[src/design/tcw_pkg.sv]
// ----------------------------------------------------------------------------
// tcw_pkg
// Shared constants, codes and types for the text console writer.
// ----------------------------------------------------------------------------
package tcw_pkg;

  // Screen geometry
  localparam int COLUMNS = 80;
  localparam int ROWS    = 25;
  localparam int CELLS   = ROWS * COLUMNS;

  // Field widths
  localparam int ADDR_W = 11;
  localparam int ROW_W  = 5;
  localparam int COL_W  = 7;
  localparam int CELL_W = 16;
  localparam int CHAR_W = 8;
  localparam int ATTR_W = 8;
  localparam int NIB_W  = 4;

  // Configuration port
  localparam int APB_AW    = 3;
  localparam int APB_DW    = 32;
  localparam int REG_IDX_W = 1;

  localparam logic [REG_IDX_W-1:0] REG_BACKGROUND = 1'b0;
  localparam logic [REG_IDX_W-1:0] REG_FOREGROUND = 1'b1;

  localparam logic [NIB_W-1:0] BACKGROUND_RESET = 4'h0;
  localparam logic [NIB_W-1:0] FOREGROUND_RESET = 4'h7;

  // Item kinds
  localparam logic KIND_PUT  = 1'b0;
  localparam logic KIND_READ = 1'b1;

  localparam logic [CHAR_W-1:0] NEWLINE_CHAR = 8'd10;
  localparam logic [CHAR_W-1:0] SPACE_CHAR   = 8'h20;
  localparam logic [CELL_W-1:0] RESET_CELL   = 16'h0720;

  // Frequently used addresses
  localparam logic [ADDR_W-1:0] CELLS_A         = ADDR_W'(CELLS);
  localparam logic [ADDR_W-1:0] LAST_CELL_A     = ADDR_W'(CELLS - 1);
  localparam logic [ADDR_W-1:0] COLUMNS_A       = ADDR_W'(COLUMNS);
  localparam logic [ADDR_W-1:0] LAST_ROW_BASE_A = ADDR_W'((ROWS - 1) * COLUMNS);
  localparam logic [ROW_W-1:0]  LAST_ROW        = ROW_W'(ROWS - 1);
  localparam logic [COL_W-1:0]  LAST_COL        = COL_W'(COLUMNS - 1);

  // Screen memory access, one write and one read port
  typedef struct packed {
    logic              we;
    logic [ADDR_W-1:0] waddr;
    logic [CELL_W-1:0] wdata;
    logic              re;
    logic [ADDR_W-1:0] raddr;
  } mem_req_t;

endpackage

[src/design/tcw_cfg_regs.sv]
// ----------------------------------------------------------------------------
// tcw_cfg_regs
// APB register file holding the background and foreground color nibbles.
// ----------------------------------------------------------------------------
module tcw_cfg_regs (
  input  logic                        clk,
  input  logic                        rst_n,
  input  logic                        psel,
  input  logic                        penable,
  input  logic                        pwrite,
  input  logic [tcw_pkg::APB_AW-1:0]  paddr,
  input  logic [tcw_pkg::APB_DW-1:0]  pwdata,
  output logic [tcw_pkg::APB_DW-1:0]  prdata,
  output logic                        pready,
  output logic [tcw_pkg::ATTR_W-1:0]  attr
);
  import tcw_pkg::*;

  logic [NIB_W-1:0]     background_r;
  logic [NIB_W-1:0]     foreground_r;
  logic [REG_IDX_W-1:0] reg_idx;
  logic                 wr_en;

  assign pready  = 1'b1;
  assign reg_idx = paddr[2];
  assign wr_en   = psel && penable && pwrite && pready;

  always_ff @(posedge clk) begin
    if (!rst_n) begin
      background_r <= BACKGROUND_RESET;
      foreground_r <= FOREGROUND_RESET;
    end else if (wr_en) begin
      unique case (reg_idx)
        REG_BACKGROUND: background_r <= pwdata[NIB_W-1:0];
        REG_FOREGROUND: foreground_r <= pwdata[NIB_W-1:0];
        default: ;
      endcase
    end
  end

  always_comb begin
    unique case (reg_idx)
      REG_BACKGROUND: prdata = {{(APB_DW-NIB_W){1'b0}}, background_r};
      REG_FOREGROUND: prdata = {{(APB_DW-NIB_W){1'b0}}, foreground_r};
      default:        prdata = '0;
    endcase
  end

  assign attr = {background_r, foreground_r};

endmodule

[config.mk]
export PLATFORM = sky130hd
export DESIGN_NAME = tcw_cfg_regs
export DESIGN_NICKNAME = d
export VERILOG_FILES = /design/src/design/tcw_pkg.sv /design/src/design/tcw_cfg_regs.sv
export SDC_FILE = /design/constraint.sdc
export NUM_CORES = 1
export LEC_CHECK = 0
export BUFFER_PORTS_ARGS = -buffer_cell sky130_fd_sc_hd__buf_2
export CAP_MARGIN = 20
export CORE_UTILIZATION = 33
export DETAILED_ROUTE_END_ITERATION = 10
export PLACE_DENSITY = 0.93
export REMOVE_ABC_BUFFERS = 1
export SLEW_MARGIN = 40
export SYNTH_ARGS = -nofsm -noshare
export SYNTH_HDL_FRONTEND = slang
export SYNTH_SLANG_ARGS = --single-unit
[constraint.sdc]
create_clock -name clk -period 1.8 [get_ports clk]
set_input_delay 0.18 -clock clk [delete_from_list [all_inputs] [get_ports clk]]
set_output_delay 0.18 -clock clk [all_outputs]
set_load 0.05 [all_outputs]
==> summary.txt <==
Run status
  – Status: finished, final reports clean

Worst setup path
  – Startpoint types: register
  – R2R Setup Slk: between 1 and 1.5 ns
  – Setup CP Type: register to output pin
  – Crit path max-delay family: flip-flops
  – Crit. End Element: output pin
  – CP max-delay cell: dfxtp_1
  – Worst Path Max Fanout: 3
  – R2R Path Start: foreground_r[1]
  – FF-to-FF End: foreground_r[1]
  – Register-to-Register Path Depth: 2
  – CP Data Arrival Time: around 1.0 ns
  – Worst endpoint required time: 1.62 ns
  – Worst Path Buf+Inv: 1
  – CP peak stage delay: between 0.3 and 0.4 ns
  – CP cell instances: mux2_2 > buf_2

Finish
  – Final instance area: 643.1 um2
  – Area grow syn2layout: 3.421%
  – Register area: approximately 160 um2
  – Area of the multi-input gates: 324.1 um2
  – # diodes: 0
  – Nets: ~130
  – Filler instances: about 190
  – Fraction of layout cells with a size suffix above 1: between 30 and 40%

STA
  – Highest clock rate: around 0.8 GHz
  – Final min period: 1.223 ns
  – Clk_skew: 0 ns
  – Final TNS setup: 0 ns
  – Final hold viol count: 0
  – Final slew viol count: 0
  – RSZ-0062 raised after global routing: no
  – Final setup vio count: 0
  – Final worst-path cycle share: between 60% and 70%

Die
  – Core ar.: roughly 0.0017 mm2
  – DIE AREA: approximately 0.0021 mm2
  – Die Y-Extent: about 45 um
  – Die W: roughly 45 um
  – # rows: 15
  – I/O pins: between 80 and 90
  – Starting Density: 35.63%

CTS
  – Post-CTS sizing: 0
  – Worst-case clock buffer depth: 2
  – H-Tree Depth: 1
  – Cts hold-fix bufs: 0
  – CTS tree: yes
  – Clk slew on worst S/H paths: about 0.050 ns
  – TritonCTS Buffers: 3
  – Clk sink count: 8
  – CTS Root Cell: clkbuf_4
  – Clk_lat worst skew: ~0.25 ns
  – Post-CTS Setup Inserts: 0

Global route
  – Total GRT Usage: a little under a tenth
  – First-pass GRT wire length: between 1000 and 1500 um
  – Largest net degree at the start of global routing: 16
  – Vias in the first global route: 344
  – Initial antenna violation count: 0
  – Total gr overflow: 0

Worst hold path
  – Worst Hold End: background_r[1]
  – Min-Delay Startpoint: pwdata[1]
  – Hold Path Depth: 3
  – Worst hold path class: primary input to register

Synth
  – Largest area contributor in the netlist: buf_4
  – Seq/Total Area, Yosys: approximately a quarter
  – Post-synthesis simple-gate area fraction: 14.49%
  – Yosys reg bits: 8
  – Mean Syn Cell Area: slightly below 9 um2
  – Mux cell area share after synthesis: about a fifth
  – Synth unique cells: 11
  – Top-area cell type share of the netlist area: between 30% and 40%
  – Post-synthesis adder-cell area fraction: 0%
  – Synth Area in Compound Gates: 0%
  – Cell count after synthesis: 71
  – Synth warn: 0
  – Cell Area, Synth: slightly above 600 um2
  – Ranking of synthesized cells by area: buf_4 35%, dfxtp_1 26%, mux2i_1 13%
  – Largest family of logic cells by synthesized area: buffers and inverters
  – Post-Synth XOR/XNOR Area: 0%

Pwr
  – Leak: about 0.33 nW
  – Peak supply drop: approximately 470 uV
  – Pwr per Cell Area: a little over 800 mW/mm2

Drt
  – Antenna violation net count after detailed routing: 0
  – DR DRC count: 0
  – WL final: 958 um
  – Routed len/inst: between 8 and 9 um
  – Iteration-0 DRC Markers: 4
  – Drt pass-1 iters: 2
  – Via count: 435
  – Vias/cell: 3.783

Job
  – Max Cap Viol: 0

Place
  – Port bufs: 21
  – Area post-placement: slightly above 600 um2
  – Final Wtd Congestion: between 0.6 and 0.7
  – Post-DP HPWL: 799.5 um
## cell usage in the layout (no fill, tap or decap)
cell / n
dfxtp_1: 8
buf_2: 21
and4b_1: 1
and4_1: 1
nor2b_1: 6
conb_1: 29
mux2i_1: 8
nand2_1: 9
mux2_2: 4
clkbuf_4: 3
## tightest hold or removal path: stages
cell and delay (ns):
buf_2 0.10, nand2_1 0.05, mux2i_1 0.06
## cell families after synthesis
| kind of cell | count (synthesis) |
|---|---|
| DFF | 8 |
| and+or+nand+nor | 17 |
| buffers and inverters | 32 |
| other | 2 |
| muxes | 12 |
## flip-flops by register name, indices dropped and copies added, names as in the netlist
signal,count
foreground_r,4
background_r,4
## how the worst max path moves through the flow
stage	slack, ns	start	cells past startpoint	endpoint
after detailed placement	0.72	paddr[2]	3	background_r[0]
after CTS	0.57	foreground_r[1]	2	prdata[1]
after global routing	0.54	foreground_r[1]	2	prdata[1]
after global placement	0.73	paddr[2]	3	prdata[0]
final	0.58	foreground_r[1]	2	prdata[1]
after floorplan	0.57	foreground_r[0]	1	prdata[0]
## stage by stage
step | setup slack, ns | hold WS, ns | power (mW) | utilization [%] | cells
after floorplan | 0.5711 | 0.3221 | 0.3703 | - | 66
after global placement | 0.7311 | 0.4386 | 0.3958 | 35.56 | 112
after detailed placement | 0.7203 | 0.4564 | 0.3977 | 35.56 | 112
after CTS | 0.5670 | 0.1873 | 0.5335 | 36.85 | 115
after global routing | 0.5361 | 0.1886 | 0.5524 | 36.85 | 115
final | 0.5772 | 0.1913 | 0.5294 | 36.85 | 115
## Yosys cell counts
library cell  count
buf_2             2
dfxtp_1           8
buf_4            29
conb_1            2
mux2_2            4
and4b_1           1
nand2_1           9
nor2b_1           6
mux2i_1           8
buf_6             1
and4_1            1
## report_power, final
part	switching [mW]	internal, mW	leakage (nW)
logic	0.185	0.0261	0.248
registers	0.00257	0.181	0.0649
clock network	0.0587	0.0761	0.0138
total	0.246	0.284	0.327
## layout make-up
class                   count  area share (%)
multi-input cells          58           50.39
flip-flops and latches      8           24.90
repair buffers             21           16.34
well taps                  25           4.864
clock buffers               3           3.502
## metal layers
layer	track usage (%)	vias up	routed length, um
met5	0	-	0
met3	7.540	0	116
li1	-	205	-
met2	16.29	38	471
met1	8.937	192	370
met4	0	0	0
Note: power is estimated with default switching activity, not from simulation.
